File: src/rau_pkg.sv
package rau_pkg;

  // Field width of every numerator and denominator
  localparam int WIDTH = 32;
  localparam int PW    = 2 * WIDTH;      // exact product width
  localparam int XW    = 2 * WIDTH + 1;  // exact sum width
  localparam int CNT_W = $clog2(WIDTH);
  localparam int K_W   = $clog2(WIDTH + 1);

  typedef enum logic [3:0] {
    OP_ADD = 4'd0,
    OP_SUB = 4'd1,
    OP_MUL = 4'd2,
    OP_DIV = 4'd3,
    OP_RED = 4'd4,
    OP_LT  = 4'd5,
    OP_GT  = 4'd6,
    OP_EQ  = 4'd7,
    OP_NE  = 4'd8,
    OP_NEG = 4'd9
  } op_e;

  typedef enum logic [2:0] {
    S_IDLE,
    S_MUL,
    S_GCD,
    S_DIVX,
    S_DIVY,
    S_FIN
  } state_e;

  // True when an exact value fits a WIDTH-bit signed field
  function automatic logic fits(input logic signed [XW-1:0] v);
    return (&v[XW-1:WIDTH-1]) | ~(|v[XW-1:WIDTH-1]);
  endfunction

endpackage

File: src/rau_in_if.sv
interface rau_in_if;
  logic                              valid;
  logic                              ready;
  logic [3:0]                        opcode;
  logic signed [rau_pkg::WIDTH-1:0]  a_num;
  logic signed [rau_pkg::WIDTH-1:0]  a_den;
  logic signed [rau_pkg::WIDTH-1:0]  b_num;
  logic signed [rau_pkg::WIDTH-1:0]  b_den;

  modport source (output valid, opcode, a_num, a_den, b_num, b_den, input ready);
  modport sink   (input valid, opcode, a_num, a_den, b_num, b_den, output ready);
endinterface

File: src/rau_out_if.sv
interface rau_out_if;
  logic                              valid;
  logic                              ready;
  logic signed [rau_pkg::WIDTH-1:0]  res_num;
  logic signed [rau_pkg::WIDTH-1:0]  res_den;
  logic                              compare_true;
  logic                              overflow;
  logic                              zero_den;

  modport source (output valid, res_num, res_den, compare_true, overflow, zero_den,
                  input ready);
  modport sink   (input valid, res_num, res_den, compare_true, overflow, zero_den,
                  output ready);
endinterface

File: src/rational_arithmetic_unit.sv
// Sequence after an input transfer: negate and unused opcodes go straight to the finish
//   state; mul, div and compares form their products in the shared multiplier, add and sub also
//   that of the denominators; reduce runs the binary gcd loop, then divides both by the gcd.
// Throughput: one item at a time; the next input transfer can follow in the cycle after the
//   result is registered, and a result held by the receiver stalls the input.
// Reset (rst_ni low, asynchronous) returns the sequencer to idle, no result pending.
module rational_arithmetic_unit (
  input  logic    clk_i,
  input  logic    rst_ni,
  rau_in_if.sink  in_i,
  rau_out_if.source out_o
);
  import rau_pkg::*;

  state_e state_q, state_d;

  logic [3:0]              op_q;
  logic signed [WIDTH-1:0] ax_q, ay_q, bx_q, by_q;
  logic                    ov_q;
  logic [1:0]              step_q;
  logic signed [PW-1:0]    prod_q [3];
  logic [WIDTH-1:0]        u_q, v_q, g_q, rem_q, dq_q, qx_q;
  logic [K_W-1:0]          k_q;
  logic [CNT_W-1:0]        cnt_q;

  logic                    out_valid_q;
  logic signed [WIDTH-1:0] res_num_q, res_den_q;
  logic                    cmp_q, ovo_q, zd_q;

  // Input normalization: move the denominator sign into the numerator
  logic signed [WIDTH-1:0] nax, nay, nbx, nby;
  logic                    nov;
  localparam logic signed [WIDTH-1:0] MINV = {1'b1, {(WIDTH-1){1'b0}}};

  always_comb begin
    nax = in_i.a_num;
    nay = in_i.a_den;
    nbx = in_i.b_num;
    nby = in_i.b_den;
    nov = 1'b0;
    if (in_i.a_den[WIDTH-1]) begin
      nov = nov | (in_i.a_num == MINV) | (in_i.a_den == MINV);
      nax = -in_i.a_num;
      nay = -in_i.a_den;
    end
    if (in_i.b_den[WIDTH-1]) begin
      nov = nov | (in_i.b_num == MINV) | (in_i.b_den == MINV);
      nbx = -in_i.b_num;
      nby = -in_i.b_den;
    end
  end

  logic in_xfer, out_xfer, fin_go;
  assign in_i.ready = (state_q == S_IDLE);
  assign in_xfer    = in_i.valid & in_i.ready;
  assign out_xfer   = out_valid_q & out_o.ready;
  assign fin_go     = (state_q == S_FIN) & (~out_valid_q | out_o.ready);

  // Shared multiplier, one signed product per cycle
  logic signed [WIDTH-1:0] mul_a, mul_b;
  logic signed [PW-1:0]    mul_p;
  logic [1:0]              last_step;

  always_comb begin
    mul_a = ax_q;
    mul_b = by_q;
    unique case (step_q)
      2'd0: begin
        mul_a = ax_q;
        mul_b = (op_q == OP_MUL) ? bx_q : by_q;
      end
      2'd1: begin
        mul_a = ay_q;
        mul_b = (op_q == OP_MUL) ? by_q : bx_q;
      end
      default: begin
        mul_a = ay_q;
        mul_b = by_q;
      end
    endcase
  end
  assign mul_p     = mul_a * mul_b;
  assign last_step = (op_q == OP_ADD || op_q == OP_SUB) ? 2'd2 : 2'd1;

  // Shared subtractor for the gcd loop and the restoring divider
  logic [WIDTH:0]   sub_a, sub_b, rem_sh;
  logic [WIDTH+1:0] diff;
  logic             borrow;
  logic [WIDTH-1:0] uv_or, g_new, mx, my;

  assign rem_sh = {rem_q, dq_q[WIDTH-1]};
  always_comb begin
    if (state_q == S_GCD) begin
      sub_a = {1'b0, u_q};
      sub_b = {1'b0, v_q};
    end else begin
      sub_a = rem_sh;
      sub_b = {1'b0, g_q};
    end
  end
  assign diff   = {1'b0, sub_a} - {1'b0, sub_b};
  assign borrow = diff[WIDTH+1];
  assign uv_or  = u_q | v_q;
  assign g_new  = uv_or << k_q;
  assign mx     = ax_q[WIDTH-1] ? -ax_q : ax_q;
  assign my     = ay_q[WIDTH-1] ? -ay_q : ay_q;

  // Next state
  always_comb begin
    state_d = state_q;
    unique case (state_q)
      S_IDLE: begin
        if (in_xfer) begin
          unique case (in_i.opcode)
            OP_ADD, OP_SUB, OP_MUL, OP_DIV,
            OP_LT, OP_GT, OP_EQ, OP_NE: state_d = S_MUL;
            OP_RED:                     state_d = S_GCD;
            default:                    state_d = S_FIN;
          endcase
        end
      end
      S_MUL:  if (step_q == last_step) state_d = S_FIN;
      S_GCD: begin
        if (u_q == '0 || v_q == '0) state_d = (g_new == '0) ? S_FIN : S_DIVX;
      end
      S_DIVX: if (cnt_q == '0) state_d = S_DIVY;
      S_DIVY: if (cnt_q == '0) state_d = S_FIN;
      S_FIN:  if (fin_go) state_d = S_IDLE;
      default: state_d = S_IDLE;
    endcase
  end

  // Result assembly from the stored products and quotients
  logic signed [XW-1:0]    p0, p1, p2, qv, nsum, ndiv, ddiv;
  logic signed [WIDTH-1:0] r_num, r_den;
  logic                    r_cmp, r_ov, r_zd;
  logic [WIDTH-1:0]        qx_s, qy_s;

  assign p0   = XW'(prod_q[0]);
  assign p1   = XW'(prod_q[1]);
  assign p2   = XW'(prod_q[2]);
  assign qv   = (op_q == OP_SUB) ? -p1 : p1;
  assign nsum = p0 + qv;
  assign ndiv = prod_q[1][PW-1] ? -p0 : p0;
  assign ddiv = prod_q[1][PW-1] ? -p1 : p1;
  assign qx_s = ax_q[WIDTH-1] ? -qx_q : qx_q;
  assign qy_s = ay_q[WIDTH-1] ? -dq_q : dq_q;

  always_comb begin
    r_num = '0;
    r_den = '0;
    r_cmp = 1'b0;
    r_ov  = ov_q;
    r_zd  = 1'b0;
    unique case (op_q)
      OP_ADD, OP_SUB: begin
        r_ov  = ov_q | ~fits(p0) | ~fits(qv) | ~fits(nsum) | ~fits(p2);
        r_num = nsum[WIDTH-1:0];
        r_den = p2[WIDTH-1:0];
      end
      OP_MUL: begin
        r_ov  = ov_q | ~fits(p0) | ~fits(p1);
        r_num = p0[WIDTH-1:0];
        r_den = p1[WIDTH-1:0];
      end
      OP_DIV: begin
        r_ov  = ov_q | ~fits(ndiv) | ~fits(ddiv);
        r_num = ndiv[WIDTH-1:0];
        r_den = ddiv[WIDTH-1:0];
      end
      OP_RED: begin
        if (g_q != '0) begin
          r_num = qx_s;
          r_den = qy_s;
        end
      end
      OP_LT:  r_cmp = prod_q[0] <  prod_q[1];
      OP_GT:  r_cmp = prod_q[0] >  prod_q[1];
      OP_EQ:  r_cmp = prod_q[0] == prod_q[1];
      OP_NE:  r_cmp = prod_q[0] != prod_q[1];
      OP_NEG: begin
        r_ov  = ov_q | (ax_q == MINV);
        r_num = -ax_q;
        r_den = ay_q;
      end
      default: r_ov = 1'b0;
    endcase
    priority if (op_q == OP_LT || op_q == OP_GT || op_q == OP_EQ || op_q == OP_NE) begin
      r_zd = (ay_q == '0) | (by_q == '0);
    end else if (op_q == OP_RED && g_q == '0) begin
      r_zd = 1'b1;
    end else if (op_q <= OP_NEG) begin
      r_zd = (r_den == '0);
    end else begin
      r_zd = 1'b0;
    end
  end

  // Sequencer state and valid flag
  always_ff @(posedge clk_i or negedge rst_ni) begin
    if (!rst_ni) begin
      state_q     <= S_IDLE;
      out_valid_q <= 1'b0;
    end else begin
      state_q <= state_d;
      if (fin_go)        out_valid_q <= 1'b1;
      else if (out_xfer) out_valid_q <= 1'b0;
    end
  end

  // Datapath registers
  always_ff @(posedge clk_i) begin
    unique case (state_q)
      S_IDLE: begin
        if (in_xfer) begin
          op_q   <= in_i.opcode;
          ax_q   <= nax;
          ay_q   <= nay;
          bx_q   <= nbx;
          by_q   <= nby;
          ov_q   <= nov;
          step_q <= '0;
          k_q    <= '0;
          u_q    <= nax[WIDTH-1] ? -nax : nax;
          v_q    <= nay[WIDTH-1] ? -nay : nay;
        end
      end
      S_MUL: begin
        prod_q[step_q] <= mul_p;
        step_q         <= step_q + 2'd1;
      end
      S_GCD: begin
        if (u_q == '0 || v_q == '0) begin
          g_q   <= g_new;
          rem_q <= '0;
          dq_q  <= mx;
          cnt_q <= CNT_W'(WIDTH - 1);
        end else if (!u_q[0] && !v_q[0]) begin
          u_q <= u_q >> 1;
          v_q <= v_q >> 1;
          k_q <= k_q + K_W'(1);
        end else if (!u_q[0]) begin
          u_q <= u_q >> 1;
        end else if (!v_q[0]) begin
          v_q <= v_q >> 1;
        end else if (!borrow) begin
          u_q <= diff[WIDTH-1:0];
        end else begin
          v_q <= -diff[WIDTH-1:0];
        end
      end
      S_DIVX, S_DIVY: begin
        if (cnt_q == '0 && state_q == S_DIVX) begin
          // Numerator quotient done, start on the denominator
          qx_q  <= {dq_q[WIDTH-2:0], ~borrow};
          dq_q  <= my;
          rem_q <= '0;
          cnt_q <= CNT_W'(WIDTH - 1);
        end else begin
          rem_q <= borrow ? rem_sh[WIDTH-1:0] : diff[WIDTH-1:0];
          dq_q  <= {dq_q[WIDTH-2:0], ~borrow};
          cnt_q <= cnt_q - CNT_W'(1);
        end
      end
      S_FIN: begin
        if (fin_go) begin
          res_num_q <= r_num;
          res_den_q <= r_den;
          cmp_q     <= r_cmp;
          ovo_q     <= r_ov;
          zd_q      <= r_zd;
        end
      end
      default: ;
    endcase
  end

  // Output channel
  assign out_o.valid        = out_valid_q;
  assign out_o.res_num      = res_num_q;
  assign out_o.res_den      = res_den_q;
  assign out_o.compare_true = cmp_q;
  assign out_o.overflow     = ovo_q;
  assign out_o.zero_den     = zd_q;

endmodule

File: src/flat_wrapper.sv
// flat-port wrapper written by rule: the top's interface ports become plain ports
module rational_arithmetic_unit_flat import rau_pkg::*;
  (clk_i, rst_ni, in_i_valid, in_i_opcode, in_i_a_num, in_i_a_den, in_i_b_num, in_i_b_den, in_i_ready, out_o_valid, out_o_res_num, out_o_res_den, out_o_compare_true, out_o_overflow, out_o_zero_den, out_o_ready);
  rau_in_if in_i_i ();
  rau_out_if out_o_i ();
  input  logic clk_i;
  input  logic rst_ni;
  input wire logic [$bits(in_i_i.valid)-1:0] in_i_valid;
  input wire logic [$bits(in_i_i.opcode)-1:0] in_i_opcode;
  input wire logic [$bits(in_i_i.a_num)-1:0] in_i_a_num;
  input wire logic [$bits(in_i_i.a_den)-1:0] in_i_a_den;
  input wire logic [$bits(in_i_i.b_num)-1:0] in_i_b_num;
  input wire logic [$bits(in_i_i.b_den)-1:0] in_i_b_den;
  output wire logic [$bits(in_i_i.ready)-1:0] in_i_ready;
  output wire logic [$bits(out_o_i.valid)-1:0] out_o_valid;
  output wire logic [$bits(out_o_i.res_num)-1:0] out_o_res_num;
  output wire logic [$bits(out_o_i.res_den)-1:0] out_o_res_den;
  output wire logic [$bits(out_o_i.compare_true)-1:0] out_o_compare_true;
  output wire logic [$bits(out_o_i.overflow)-1:0] out_o_overflow;
  output wire logic [$bits(out_o_i.zero_den)-1:0] out_o_zero_den;
  input wire logic [$bits(out_o_i.ready)-1:0] out_o_ready;
  assign in_i_i.valid = in_i_valid;
  assign in_i_i.opcode = in_i_opcode;
  assign in_i_i.a_num = in_i_a_num;
  assign in_i_i.a_den = in_i_a_den;
  assign in_i_i.b_num = in_i_b_num;
  assign in_i_i.b_den = in_i_b_den;
  assign in_i_ready = in_i_i.ready;
  assign out_o_valid = out_o_i.valid;
  assign out_o_res_num = out_o_i.res_num;
  assign out_o_res_den = out_o_i.res_den;
  assign out_o_compare_true = out_o_i.compare_true;
  assign out_o_overflow = out_o_i.overflow;
  assign out_o_zero_den = out_o_i.zero_den;
  assign out_o_i.ready = out_o_ready;
  rational_arithmetic_unit u_core (.clk_i(clk_i), .rst_ni(rst_ni), .in_i(in_i_i), .out_o(out_o_i));
endmodule
File: config.mk
export PLATFORM = sky130hd
export DESIGN_NAME = rational_arithmetic_unit_flat
export DESIGN_NICKNAME = d
export VERILOG_FILES = /design/src/rau_pkg.sv /design/src/rau_in_if.sv /design/src/rau_out_if.sv /design/src/rational_arithmetic_unit.sv /design/src/flat_wrapper.sv
export SDC_FILE = /design/constraint.sdc
export NUM_CORES = 2
export LEC_CHECK = 0
export BUFFER_PORTS_ARGS = -buffer_cell sky130_fd_sc_hd__clkbuf_2
export CAP_MARGIN = 20
export CORE_MARGIN = 4
export CORE_UTILIZATION = 48
export CTS_CLUSTER_SIZE = 16
export DETAILED_ROUTE_END_ITERATION = 12
export GPL_TIMING_DRIVEN = 0
export MAX_ROUTING_LAYER = met4
export PLACE_DENSITY = 0.66
export SLEW_MARGIN = 5
export SYNTH_ARGS = -nofsm -noshare
export SYNTH_HDL_FRONTEND = slang
export SYNTH_SLANG_ARGS = --single-unit
File: constraint.sdc
create_clock -name clk_i -period 30.4 [get_ports clk_i]
set_input_delay 3.04 -clock clk_i [delete_from_list [all_inputs] [get_ports clk_i]]
set_output_delay 3.04 -clock clk_i [all_outputs]
set_load 0.02 [all_outputs]
==> impl_metrics.env <==
export IMPL_vias=73356
export IMPL_antenna_found_initial=21
export IMPL_synth_edff_count=597
export IMPL_grt_pass1_vias=72125
export IMPL_hold_path_class="flip-flop to flip-flop"
export IMPL_slowest_stage="nor2_1"
export IMPL_wl_per_cell_um=32.4
export IMPL_drv_slew=13
export IMPL_synth_area_sq_mm=0.0812
export IMPL_cts_sinks=601
export IMPL_yosys_top_cells_area="fa_1, edfxtp_1, ha_1"
export IMPL_cpPeakStageDelay_ns=0.91
export IMPL_start_util_pct=48.4
export IMPL_hpwl_um=307000
export IMPL_drt_iter0_drc=9721
export IMPL_cts_repair_resized=0
export IMPL_place_port_buffers=197
export IMPL_grt_pass1_wl_um=524000
export IMPL_synth_avg_cell_area_sq_um=9.18
export IMPL_synth_top_area_share_pct=26.7
export IMPL_yosysMostFrequentCell="inv_1"
export IMPL_antenna_left=0
export IMPL_end_kind="flip-flop"
export IMPL_arrival_ns=14.54
export IMPL_wl_um=371000
export IMPL_root_buffer="clkbuf_16"
export IMPL_synth_seq_area_share_pct=22.2
export IMPL_hold_slack_ns=0.547
export IMPL_ys_ff_latch=601
export IMPL_crit_type="flip-flop to flip-flop"
export IMPL_setup_tns_ns=0
export IMPL_finClkSkew_ns=0.0913
export IMPL_grt_usage_pct=43.1
export IMPL_drtPass1Iterations=10
export IMPL_status="finished, violations left"
export IMPL_finalCritPeriodShare_pct=46.5
export IMPL_crit_required_ns=30.79
export IMPL_tritoncts="done"
export IMPL_finalSetupViolCount=0
export IMPL_clkTransAtPathRegs_ns=0.06
export IMPL_nets=10755
export IMPL_ctsHoldBuffers=0
export IMPL_violations="slew limit"
export IMPL_cp_common_cell="fa_1"
export IMPL_rsz0062_at_grt="no"
export IMPL_ys_flop_type="edfxtp_1"
export IMPL_grt_max_degree=83
export IMPL_drc_errors=0
export IMPL_rows=150
export IMPL_clock_latency_ns=0.75
export IMPL_synth_common_cells="inv_1, fa_1, nand2_1"
export IMPL_cp_start_kind="flip-flop"
export IMPL_drive_gt1_share_pct=5.64
export IMPL_die_area_sq_mm=0.176
export IMPL_die_w_um=419
export IMPL_area_delta_synth_final_pct=8.72
export IMPL_die_h_um=419
export IMPL_vias_per_cell=6.40
export IMPL_max_slew_margin_rel_pct=-1.51
export IMPL_path_max_fanout=10
export IMPL_hold_viol_final=0
export IMPL_grt_ovfl_total=0
export IMPL_cts_buffers=72
export IMPL_yosys_warnings=0
export IMPL_cts_setup_buffers=0
export IMPL_cts_htree_levels=3
export IMPL_cts_path_max_buffers=3
export IMPL_fmax_mhz=70.7
export IMPL_gp_congestion=1.12
export IMPL_post_route_min_period_ns=14.15
export IMPL_syn_num_nets=10424
export IMPL_worstMarginPinSlew_ns=1.52
export IMPL_ios=205
export IMPL_synth_cell_types=94
export IMPL_cap_viol_max_count=0
export IMPL_syn_instance_count=8841
export IMPL_synth_area_leader_cell="fa_1"
export IMPL_core_sq_mm=0.168
export IMPL_async_reset_ff_share_pct=0.666
[per-layer routing]
layer	vias to the layer above	routed length (um)	track usage [%]
met4	0	29700	26.4
li1	30777	-	-
met2	4690	159000	62.7
met5	-	0	-
met3	1239	42100	11.3
met1	36650	141000	53.9
[cell usage in the layout, fill, tap and decap left out, types with 82 or more instances in the layout]
master    netlist  routed
inv_1        1110    1109
fa_1         1084    1083
nand2_1       989     989
nor2_1        908     908
edfxtp_1      597     597
clkbuf_1      421     429
xnor2_1       417     417
ha_1          363     363
a21oi_1       338     337
o21ai_0       315     313
clkbuf_2        2     202
xor2_1        201     201
nor3_1        186     185
a21o_1        142     142
nor4_1        127     124
nand4_1       118     118
nand3_1       103     103
o31ai_1        97      97
mux2i_1       108      90
or3_1          84      84
or4_1          82      82
[state kept, by name, summed over array words and instances (netlist names), 5 cells and up]
| register | cells |
|---|---|
| u_core.dq_q | 32 |
| u_core.by_q | 32 |
| u_core.g_q | 32 |
| u_core.v_q | 32 |
| u_core.rem_q | 32 |
| u_core.qx_q | 32 |
| u_core.prod_q | 192 |
| u_core.cnt_q | 5 |
| u_core.out_o.res_num | 32 |
| u_core.u_q | 32 |
| u_core.ax_q | 32 |
| u_core.k_q | 6 |
| u_core.ay_q | 32 |
| u_core.out_o.res_den | 32 |
| u_core.bx_q | 32 |
[cell type report]
cell class / count / area, sq um
well taps: 2204 / 2760
fillers: 15810 / 79300
plain buffers: 460 / 1740
repair buffers: 257 / 1680
clock inverters: 51 / 577
diodes: 22 / 55.1
flip-flops and latches: 601 / 18000
multi-input cells: 6661 / 57400
clock buffers: 82 / 1860
inverters: 1119 / 4210
[kinds of logic after synthesis]
group	count (synthesis)	share of synthesized area [%]
AND/OR/NAND/NOR	2907	16.5
buffers and inverters	1579	7.32
AO/OA/AOI/OAI	1526	12.7
adder cells (fa/ha/maj)	1447	32.3
XOR/XNOR	618	6.67
flip-flops	601	22.2
multiplexers	163	2.34
[worst max-delay path, delay by kind of cell (launching register included)]
family | cells | cell delay [ns]
AO/OA/AOI/OAI | 6 | 1.81
adder cells (fa/ha/maj) | 9 | 4.28
AND/OR/NAND/NOR | 12 | 4.11
flip-flops | 1 | 0.40
XOR/XNOR | 1 | 0.62
buffers and inverters | 9 | 2.54
[per-stage QoR]
stage	cell area [sq um]	worst slack (ns)	cells	utilization, %
2_1_floorplan	81200	20.67	8841	-
3_3_place_gp	84900	16.66	11242	50.7
3_5_place_dp	85700	16.85	11292	51.1
4_1_cts	88100	16.82	11425	52.6
5_1_grt	88200	16.08	11448	52.7
6_report	88300	16.25	11457	52.7
[worst paths after layout]
check                                    from                    to  slack [ns]  depth (start not counted)
setup / recovery               u_core.op_q[3]  u_core.prod_q[1][62]       16.25                         37
hold / removal             u_core.out_o.valid    u_core.out_o.valid        0.55                          2
setup reg to reg               u_core.op_q[3]  u_core.prod_q[1][62]       16.25                         37
hold reg to reg            u_core.out_o.valid    u_core.out_o.valid        0.55                          2
max in group asynchronous              rst_ni     u_core.state_q[1]       28.16                          1
min in group asynchronous              rst_ni     u_core.state_q[2]        2.10                          1
Power is not shown: default switching activity piles up to over one toggle a cycle in this logic, so the estimate is an artifact.
